### src/design/sha256_pkg.sv
// Shared types, constants and round functions of the SHA-256 hash engine.
`default_nettype none

package sha256_pkg;

  localparam logic [5:0] FILL_LAST  = 6'd63;
  localparam logic [5:0] LEN_POS    = 6'd56;
  localparam logic [5:0] ROUND_LAST = 6'd63;
  localparam logic [2:0] WORD_LAST  = 3'd7;
  localparam logic [7:0] PAD_BYTE   = 8'h80;

  typedef enum logic [2:0] {
    ST_IDLE,
    ST_PAD,
    ST_INIT,
    ST_ROUND,
    ST_ADD,
    ST_OUT
  } state_t;

  typedef enum logic [1:0] {
    SRC_MSG,
    SRC_PAD,
    SRC_ZERO,
    SRC_LEN
  } byte_src_t;

  typedef struct packed {
    logic      push;
    byte_src_t src;
    logic      load_vars;
    logic      round;
    logic      add_hash;
    logic      reset_hash;
    logic      clr_count;
    logic [5:0] rnd;
    logic [2:0] out_idx;
  } dp_cmd_t;

  typedef struct packed {
    logic [5:0] fill;
  } dp_stat_t;

  function automatic logic [31:0] rotr(input logic [31:0] x, input int unsigned n);
    rotr = (x >> n) | (x << (32 - n));
  endfunction

  function automatic logic [31:0] bsig0(input logic [31:0] x);
    bsig0 = rotr(x, 2) ^ rotr(x, 13) ^ rotr(x, 22);
  endfunction

  function automatic logic [31:0] bsig1(input logic [31:0] x);
    bsig1 = rotr(x, 6) ^ rotr(x, 11) ^ rotr(x, 25);
  endfunction

  function automatic logic [31:0] ssig0(input logic [31:0] x);
    ssig0 = rotr(x, 7) ^ rotr(x, 18) ^ (x >> 3);
  endfunction

  function automatic logic [31:0] ssig1(input logic [31:0] x);
    ssig1 = rotr(x, 17) ^ rotr(x, 19) ^ (x >> 10);
  endfunction

  function automatic logic [31:0] h_init(input logic [2:0] i);
    case (i)
      3'd0:    h_init = 32'h6a09e667;
      3'd1:    h_init = 32'hbb67ae85;
      3'd2:    h_init = 32'h3c6ef372;
      3'd3:    h_init = 32'ha54ff53a;
      3'd4:    h_init = 32'h510e527f;
      3'd5:    h_init = 32'h9b05688c;
      3'd6:    h_init = 32'h1f83d9ab;
      default: h_init = 32'h5be0cd19;
    endcase
  endfunction

  function automatic logic [31:0] round_k(input logic [5:0] r);
    case (r)
      6'd0:  round_k = 32'h428a2f98;  6'd1:  round_k = 32'h71374491;
      6'd2:  round_k = 32'hb5c0fbcf;  6'd3:  round_k = 32'he9b5dba5;
      6'd4:  round_k = 32'h3956c25b;  6'd5:  round_k = 32'h59f111f1;
      6'd6:  round_k = 32'h923f82a4;  6'd7:  round_k = 32'hab1c5ed5;
      6'd8:  round_k = 32'hd807aa98;  6'd9:  round_k = 32'h12835b01;
      6'd10: round_k = 32'h243185be;  6'd11: round_k = 32'h550c7dc3;
      6'd12: round_k = 32'h72be5d74;  6'd13: round_k = 32'h80deb1fe;
      6'd14: round_k = 32'h9bdc06a7;  6'd15: round_k = 32'hc19bf174;
      6'd16: round_k = 32'he49b69c1;  6'd17: round_k = 32'hefbe4786;
      6'd18: round_k = 32'h0fc19dc6;  6'd19: round_k = 32'h240ca1cc;
      6'd20: round_k = 32'h2de92c6f;  6'd21: round_k = 32'h4a7484aa;
      6'd22: round_k = 32'h5cb0a9dc;  6'd23: round_k = 32'h76f988da;
      6'd24: round_k = 32'h983e5152;  6'd25: round_k = 32'ha831c66d;
      6'd26: round_k = 32'hb00327c8;  6'd27: round_k = 32'hbf597fc7;
      6'd28: round_k = 32'hc6e00bf3;  6'd29: round_k = 32'hd5a79147;
      6'd30: round_k = 32'h06ca6351;  6'd31: round_k = 32'h14292967;
      6'd32: round_k = 32'h27b70a85;  6'd33: round_k = 32'h2e1b2138;
      6'd34: round_k = 32'h4d2c6dfc;  6'd35: round_k = 32'h53380d13;
      6'd36: round_k = 32'h650a7354;  6'd37: round_k = 32'h766a0abb;
      6'd38: round_k = 32'h81c2c92e;  6'd39: round_k = 32'h92722c85;
      6'd40: round_k = 32'ha2bfe8a1;  6'd41: round_k = 32'ha81a664b;
      6'd42: round_k = 32'hc24b8b70;  6'd43: round_k = 32'hc76c51a3;
      6'd44: round_k = 32'hd192e819;  6'd45: round_k = 32'hd6990624;
      6'd46: round_k = 32'hf40e3585;  6'd47: round_k = 32'h106aa070;
      6'd48: round_k = 32'h19a4c116;  6'd49: round_k = 32'h1e376c08;
      6'd50: round_k = 32'h2748774c;  6'd51: round_k = 32'h34b0bcb5;
      6'd52: round_k = 32'h391c0cb3;  6'd53: round_k = 32'h4ed8aa4a;
      6'd54: round_k = 32'h5b9cca4f;  6'd55: round_k = 32'h682e6ff3;
      6'd56: round_k = 32'h748f82ee;  6'd57: round_k = 32'h78a5636f;
      6'd58: round_k = 32'h84c87814;  6'd59: round_k = 32'h8cc70208;
      6'd60: round_k = 32'h90befffa;  6'd61: round_k = 32'ha4506ceb;
      6'd62: round_k = 32'hbef9a3f7;  6'd63: round_k = 32'hc67178f2;
      default: round_k = 32'h0;
    endcase
  endfunction

endpackage

`default_nettype wire

### src/design/sha256_dp.sv
// SHA-256 datapath: block shift line, message schedule, round unit, chaining value.
`default_nettype none

module sha256_dp import sha256_pkg::*; (
  input  wire logic        clk,
  input  wire logic        rst,
  input  wire dp_cmd_t     cmd,
  input  wire logic [7:0]  msg_byte,
  output dp_stat_t         stat,
  output logic [31:0]      digest_word
);

  logic [511:0] blk;          // word i at blk[511-32*i -: 32]
  logic [31:0]  v  [8];       // a..h
  logic [31:0]  hw [8];
  logic [60:0]  byte_count;
  logic [5:0]   fill;

  logic [63:0]  len_bits;
  logic [2:0]   len_sel;
  logic [7:0]   len_byte;
  logic [7:0]   push_val;
  logic [31:0]  w0, w1, w9, w14, new_w;
  logic [31:0]  t1, t2;

  assign len_bits = {byte_count, 3'b000};
  assign len_sel  = 3'd7 - fill[2:0];
  assign len_byte = 8'(len_bits >> {len_sel, 3'b000});

  always_comb begin
    case (cmd.src)
      SRC_MSG: push_val = msg_byte;
      SRC_PAD: push_val = PAD_BYTE;
      SRC_LEN: push_val = len_byte;
      default: push_val = 8'h00;
    endcase
  end

  assign w0    = blk[511:480];
  assign w1    = blk[479:448];
  assign w9    = blk[223:192];
  assign w14   = blk[63:32];
  assign new_w = ssig1(w14) + w9 + ssig0(w1) + w0;

  assign t1 = v[7] + bsig1(v[4]) + ((v[4] & v[5]) ^ (~v[4] & v[6]))
            + round_k(cmd.rnd) + w0;
  assign t2 = bsig0(v[0]) + ((v[0] & v[1]) ^ (v[0] & v[2]) ^ (v[1] & v[2]));

  always_ff @(posedge clk) begin
    if (cmd.push) begin
      blk <= {blk[503:0], push_val};
    end else if (cmd.round) begin
      blk <= {blk[479:0], new_w};
    end
  end

  always_ff @(posedge clk) begin
    if (cmd.load_vars) begin
      for (int i = 0; i < 8; i++) v[i] <= hw[i];
    end else if (cmd.round) begin
      v[7] <= v[6];
      v[6] <= v[5];
      v[5] <= v[4];
      v[4] <= v[3] + t1;
      v[3] <= v[2];
      v[2] <= v[1];
      v[1] <= v[0];
      v[0] <= t1 + t2;
    end
  end

  always_ff @(posedge clk) begin
    if (rst || cmd.reset_hash) begin
      for (int i = 0; i < 8; i++) hw[i] <= h_init(3'(i));
    end else if (cmd.add_hash) begin
      for (int i = 0; i < 8; i++) hw[i] <= hw[i] + v[i];
    end
  end

  always_ff @(posedge clk) begin
    if (rst || cmd.clr_count) begin
      byte_count <= '0;
    end else if (cmd.push && cmd.src == SRC_MSG) begin
      byte_count <= byte_count + 61'd1;
    end
  end

  always_ff @(posedge clk) begin
    if (rst) begin
      fill <= '0;
    end else if (cmd.push) begin
      fill <= fill + 6'd1;
    end
  end

  assign stat.fill   = fill;
  assign digest_word = hw[cmd.out_idx];

endmodule

`default_nettype wire

### src/design/sha256_ctrl.sv
// SHA-256 controller: request handshakes, padding sequence, round and word counters.
`default_nettype none

module sha256_ctrl import sha256_pkg::*; (
  input  wire logic        clk,
  input  wire logic        rst,
  input  wire logic        s_tvalid,
  output logic             s_tready,
  input  wire logic        byte_present,
  input  wire logic        end_of_message,
  output logic             m_tvalid,
  input  wire logic        m_tready,
  output logic [2:0]       word_index,
  output logic             last_word,
  input  wire dp_stat_t    stat,
  output dp_cmd_t          cmd
);

  state_t     state, state_next;
  logic [5:0] rnd, rnd_next;
  logic [2:0] idx, idx_next;
  logic       fin, fin_next;
  logic       pad_first, pad_first_next;
  logic       extra, extra_next;   // length goes in the block after the current one

  always_ff @(posedge clk) begin
    if (rst) begin
      state     <= ST_IDLE;
      rnd       <= '0;
      idx       <= '0;
      fin       <= 1'b0;
      pad_first <= 1'b0;
      extra     <= 1'b0;
    end else begin
      state     <= state_next;
      rnd       <= rnd_next;
      idx       <= idx_next;
      fin       <= fin_next;
      pad_first <= pad_first_next;
      extra     <= extra_next;
    end
  end

  always_comb begin
    state_next     = state;
    rnd_next       = rnd;
    idx_next       = idx;
    fin_next       = fin;
    pad_first_next = pad_first;
    extra_next     = extra;
    s_tready       = 1'b0;
    m_tvalid       = 1'b0;
    last_word      = 1'b0;
    cmd            = '0;
    cmd.src        = SRC_MSG;
    cmd.rnd        = rnd;
    cmd.out_idx    = idx;

    case (state)
      ST_IDLE: begin
        s_tready = 1'b1;
        if (s_tvalid) begin
          if (end_of_message) begin
            fin_next       = 1'b1;
            pad_first_next = 1'b1;
            state_next     = ST_PAD;
          end
          if (byte_present) begin
            cmd.push = 1'b1;
            if (stat.fill == FILL_LAST) begin
              state_next = ST_INIT;
            end
          end
        end
      end
      ST_PAD: begin
        cmd.push = 1'b1;
        if (pad_first) begin
          cmd.src        = SRC_PAD;
          pad_first_next = 1'b0;
          extra_next     = (stat.fill >= LEN_POS);
        end else if (stat.fill >= LEN_POS && !extra) begin
          cmd.src = SRC_LEN;
        end else begin
          cmd.src = SRC_ZERO;
        end
        if (stat.fill == FILL_LAST) begin
          state_next = ST_INIT;
        end
      end
      ST_INIT: begin
        cmd.load_vars = 1'b1;
        rnd_next      = '0;
        state_next    = ST_ROUND;
      end
      ST_ROUND: begin
        cmd.round = 1'b1;
        rnd_next  = rnd + 6'd1;
        if (rnd == ROUND_LAST) begin
          state_next = ST_ADD;
        end
      end
      ST_ADD: begin
        cmd.add_hash = 1'b1;
        if (!fin) begin
          state_next = ST_IDLE;
        end else if (pad_first || extra) begin
          extra_next = 1'b0;
          state_next = ST_PAD;
        end else begin
          idx_next   = '0;
          state_next = ST_OUT;
        end
      end
      ST_OUT: begin
        m_tvalid  = 1'b1;
        last_word = (idx == WORD_LAST);
        if (m_tready) begin
          if (idx == WORD_LAST) begin
            cmd.reset_hash = 1'b1;
            cmd.clr_count  = 1'b1;
            fin_next       = 1'b0;
            state_next     = ST_IDLE;
          end else begin
            idx_next = idx + 3'd1;
          end
        end
      end
      default: begin
        state_next = ST_IDLE;
      end
    endcase
  end

  assign word_index = idx;

endmodule

`default_nettype wire

### src/design/sha256_hash_engine.sv
// Top level of the SHA-256 hash engine: controller plus datapath.
//
//  channel  | direction | signals                          | content
//  ---------+-----------+----------------------------------+---------------------------------
//  s_*      | in        | tvalid tready tdata tuser tlast  | message byte, byte flag, end mark
//  m_*      | out       | tvalid tready tdata tuser tlast  | digest word, word index, last
//
// Message bytes are taken one per cycle while idle; each full 64-byte block then runs in the
// single round unit (load, 64 rounds, chaining add).
// An end request adds up to 72 padding bytes plus one or two block compressions, then
// eight digest words. Input is taken only in the idle state.
// A stalled output holds the word; reset restores the initial hash and clears counts.
`default_nettype none

module sha256_hash_engine import sha256_pkg::*; (
  input  wire logic        clk,
  input  wire logic        rst,
  input  wire logic        s_tvalid,
  output logic             s_tready,
  input  wire logic [7:0]  s_tdata,   // [7:0] msg_byte
  input  wire logic        s_tuser,   // [0] byte_present
  input  wire logic        s_tlast,   // end_of_message
  output logic             m_tvalid,
  input  wire logic        m_tready,
  output logic [31:0]      m_tdata,   // [31:0] digest_word
  output logic [2:0]       m_tuser,   // [2:0] word_index
  output logic             m_tlast    // last_word
);

  dp_cmd_t  cmd;
  dp_stat_t stat;

  sha256_ctrl u_ctrl (
    .clk            (clk),
    .rst            (rst),
    .s_tvalid       (s_tvalid),
    .s_tready       (s_tready),
    .byte_present   (s_tuser),
    .end_of_message (s_tlast),
    .m_tvalid       (m_tvalid),
    .m_tready       (m_tready),
    .word_index     (m_tuser),
    .last_word      (m_tlast),
    .stat           (stat),
    .cmd            (cmd)
  );

  sha256_dp u_dp (
    .clk         (clk),
    .rst         (rst),
    .cmd         (cmd),
    .msg_byte    (s_tdata),
    .stat        (stat),
    .digest_word (m_tdata)
  );

endmodule

`default_nettype wire

### config.mk
export PLATFORM = sky130hd
export DESIGN_NAME = sha256_hash_engine
export DESIGN_NICKNAME = d
export VERILOG_FILES = /design/src/design/sha256_pkg.sv /design/src/design/sha256_dp.sv /design/src/design/sha256_ctrl.sv /design/src/design/sha256_hash_engine.sv
export SDC_FILE = /design/constraint.sdc
export NUM_CORES = 2
export LEC_CHECK = 0
export BUFFER_PORTS_ARGS = -buffer_cell sky130_fd_sc_hd__buf_2
export CAP_MARGIN = 20
export CORE_UTILIZATION = 55
export CTS_BUF_LIST = sky130_fd_sc_hd__clkbuf_8
export DETAILED_ROUTE_END_ITERATION = 10
export PLACE_DENSITY = 0.71
export SKIP_CTS_REPAIR_TIMING = 1
export SYNTH_ARGS = -nofsm -noshare
export SYNTH_HDL_FRONTEND = slang
export SYNTH_SLANG_ARGS = --single-unit
### constraint.sdc
create_clock -name clk -period 23.3 [get_ports clk]
set_input_delay 1.165 -clock clk [delete_from_list [all_inputs] [get_ports clk]]
set_output_delay 1.165 -clock clk [all_outputs]
set_load 0.005 [all_outputs]
==> summary.txt <==
Clocking
  – CTS H-tree lvls: 4
  – Cts bufs inserted: 198
  – Clock Path Buffers: 3
  – CTS tree: built
  – Skew-Pair Late Insertion Delay: 0.95 ns
  – Worst-path clk slew: 0.06 ns
  – Clock sinks: 1,141
  – CTS Root Cell: clkbuf_8

Floorplanning
  – Die Span X: 374 µm
  – Height of the die: 374 µm
  – I/O pins: 52
  – Rows: 136
  – Starting Density: 55.3%
  – Core Area: 137,000 µm²
  – DIE AREA: 140,000 µm²

Global route
  – Grt ovf: 0
  – Largest net degree at the start of global routing: 205
  – Vias in the first global route: 57.3k
  – First-pass GRT wire length: 347 mm
  – GRT Util Overall: 32.4%
  – Initial antenna violation count: 10

Setup path
  – Setup crit end: u_dp.v[0][31]$_DFFE_PP_
  – Critical path peak fanout: 6
  – Setup crit end kind: register
  – CP max-delay cell: edfxtp_1
  – FF-to-FF Start: u_dp.v[2][26]$_DFFE_PP_
  – Worst EP required: 23.92 ns
  – Largest stage delay, worst path: 0.60 ns
  – Setup crit start kind: register
  – R2r worst-path depth: 26
  – RR Endpoint: u_dp.v[0][31]$_DFFE_PP_
  – Crit Path Class: register to register
  – CP most frequent cell: fa_1
  – CP Launch Point: u_dp.v[2][26]$_DFFE_PP_
  – CP arrival: 8.99 ns
  – R2R setup slack: 14.93 ns

Finish
  – Area grow syn2layout: 6.76%
  – Final core utilization: 59.1%
  – Final nets: 8,587
  – Layout cells sized above 1: 6.53%
  – Filler instances: 11.8k

Timing
  – Fmax: 120 MHz
  – Slew headroom: 19.5%
  – Post-route clock period utilization: 35.9%
  – Final Hold Fails: 0
  – Slew Limit Fails: 0
  – Worst setup margin: 14.93 ns
  – Worst-margin pin slew: 1.21 ns
  – Final setup viols: 0
  – Hold_ws: 0.502 ns
  – RSZ-0062 raised after global routing: no
  – Final Skew: 0.0736 ns
  – Setup TNS: 0 ns
  – Minimum clock period: 8.37 ns

Drt
  – Remaining DRCs: 0
  – DR iter-0 viols: 7,415
  – Vias: 60.4k
  – DRT Wirelength: 229 mm
  – Routed vias/inst: 6.07
  – Post-DRT Antenna Nets: 0
  – Number of iterations in the first detailed-routing pass: 8
  – WL/cell: 23.0 µm

Yosys
  – Sequential-to-total area share from yosys stat: 43.6%
  – Post-synth top area share: 40.5%
  – Synthesis Warnings: 0
  – XOR/XNOR Fraction of Synth Area: 7.02%
  – Synth Instances: 8,112
  – Syn Area/Cell: 9.36 µm²
  – Cell accounting for the most synthesized area: edfxtp_1
  – Syn_nets: 8,714
  – Ys flop type: edfxtp_1
  – Number of synthesized flops with an enable pin: 1,024
  – Compound-Gate Fraction of Synth Area: 12.0%
  – Simple-Gate Fraction of Synth Area: 18.2%
  – Post-Synth Adder-Cell Area: 11.9%
  – Largest family of logic cells by synthesized area: simple AND/OR/NAND/NOR gates
  – Netlist Area Pre-Place: 76,000 µm²
  – Asr flop ratio synth: 0%
  – Mux cell area share after synthesis: 3.41%
  – Top area cells in the synthesized netlist: edfxtp_1 (40%), nand2_1 (12%), ha_1 (6.5%)
  – Yosys reg bits: 1,141
  – Synth cell types: 98

Hold path
  – Hold Path Class: register to register

Placed design
  – Final GP Congestion: 0.991
  – Pre-CTS setup slack: 15.02 ns
  – DP HPWL: 167 mm
  – Port bufs: 51

Outcome
  – Status: complete, no violations

Job
  – Max-Cap Viols: 0
worst min-delay path by stage:
stage                                      startpoint        to  slack (ns)  depth (start not counted)
floorplan           u_ctrl.word_index[1]$_SDFFE_PP0P_  register        0.46                          2
global placement    u_ctrl.word_index[2]$_SDFFE_PP0P_  register        0.48                          2
detailed placement  u_ctrl.word_index[2]$_SDFFE_PP0P_  register        0.48                          2
CTS                 u_ctrl.word_index[2]$_SDFFE_PP0P_  register        0.50                          2
global route        u_ctrl.word_index[2]$_SDFFE_PP0P_  register        0.53                          2
finish              u_ctrl.word_index[2]$_SDFFE_PP0P_  register        0.50                          2
registers in the layout, indices dropped and copies added, names as in the netlist, named ones only:
name / cells
u_ctrl.rnd: 6
u_ctrl.fin: 1
u_dp.hw: 256
u_ctrl.state: 3
u_ctrl.extra: 1
u_dp.stat: 6
u_dp.blk: 512
u_dp.byte_count: 61
u_ctrl.pad_first: 1
u_dp.v: 256
u_ctrl.word_index: 3
area by class of cell:
cell class	count	area (µm²)	area share, %
clock buffer	202	2780	3.43
sequential	1141	33100	40.8
inverter	348	1310	1.62
multi-input combinational	6182	39900	49.2
timing repair buffer	114	806	0.993
antenna	6	15.0	0.0185
clock inverter	154	907	1.12
tap	1794	2240	2.77
metrics by stage:
step | area [µm²] | cells
after floorplan | 76000 | 8112
after global placement | 77300 | 9577
after detailed placement | 77300 | 9577
after CTS | 81000 | 9933
after global routing | 81100 | 9936
final | 81100 | 9941
placed cells by master, fill, tap and decap left out, types with 114 or more instances in the layout:
cell      netlist  layout
a21o_1        206     205
a21oi_1       397     396
clkbuf_8        0     202
dfxtp_1       117     114
edfxtp_1     1024    1024
fa_1          195     195
ha_1          393     393
inv_1         346     417
nand2_1      2474    2469
nor2_1        411     409
o21ai_0       347     346
xnor2_1       383     383
xor2_1        226     226
Yosys cell counts, drive strengths merged, types with 29 or more instances:
| master | instances |
|---|---|
| edfxtp | 1024 |
| ha | 393 |
| nand4 | 34 |
| fa | 195 |
| o31ai | 33 |
| inv | 348 |
| a211oi | 50 |
| o21bai | 40 |
| o21ai | 358 |
| mux2 | 35 |
| dfxtp | 117 |
| a31oi | 46 |
| o211ai | 29 |
| nand3 | 91 |
| nand2 | 2474 |
| nor2 | 411 |
| xnor2 | 383 |
| xor2 | 226 |
| mux2i | 46 |
| and3 | 43 |
| mux4 | 77 |
| nor3 | 97 |
| clkbuf | 398 |
| o21a | 64 |
| nor2b | 48 |
| nand2b | 54 |
| a21o | 206 |
| buf | 43 |
| a21oi | 399 |
| or3 | 43 |
worst max-delay path, delay by kind of cell, from the launching register on:
kind	cells	cell delay (ns)
fa+ha+maj	7	2.96
xor+xnor	4	0.85
simple gates	1	0.11
buf+inv	1	0.04
compound gates	13	3.49
flops	1	0.60
cells by family (layout without fill, tap and decap cells):
| group | after synthesis | in the layout |
|---|---|---|
| flip-flops | 1141 | 1141 |
| AND/OR/NAND/NOR | 3373 | 3373 |
| XOR/XNOR | 609 | 609 |
| AO/OA/AOI/OAI | 1432 | 1432 |
| adder cells (fa/ha/maj) | 610 | 610 |
| buffers and inverters | 789 | 818 |
| other | 0 | 6 |
| multiplexers | 158 | 158 |
metal layers:
layer / vias up / GRT usage [%] / share of wire, %
met4: 2 / 11.7 / 3.8
met1: 29100 / 47.1 / 42
li1: 27800 / - / -
met5: - / 0 / 0.0057
met3: 480 / 7.36 / 11
met2: 3016 / 47.4 / 42
Power is left out: the tool's default activity adds up to more than one toggle a clock period on the data nets, which glitch-free logic cannot reach.
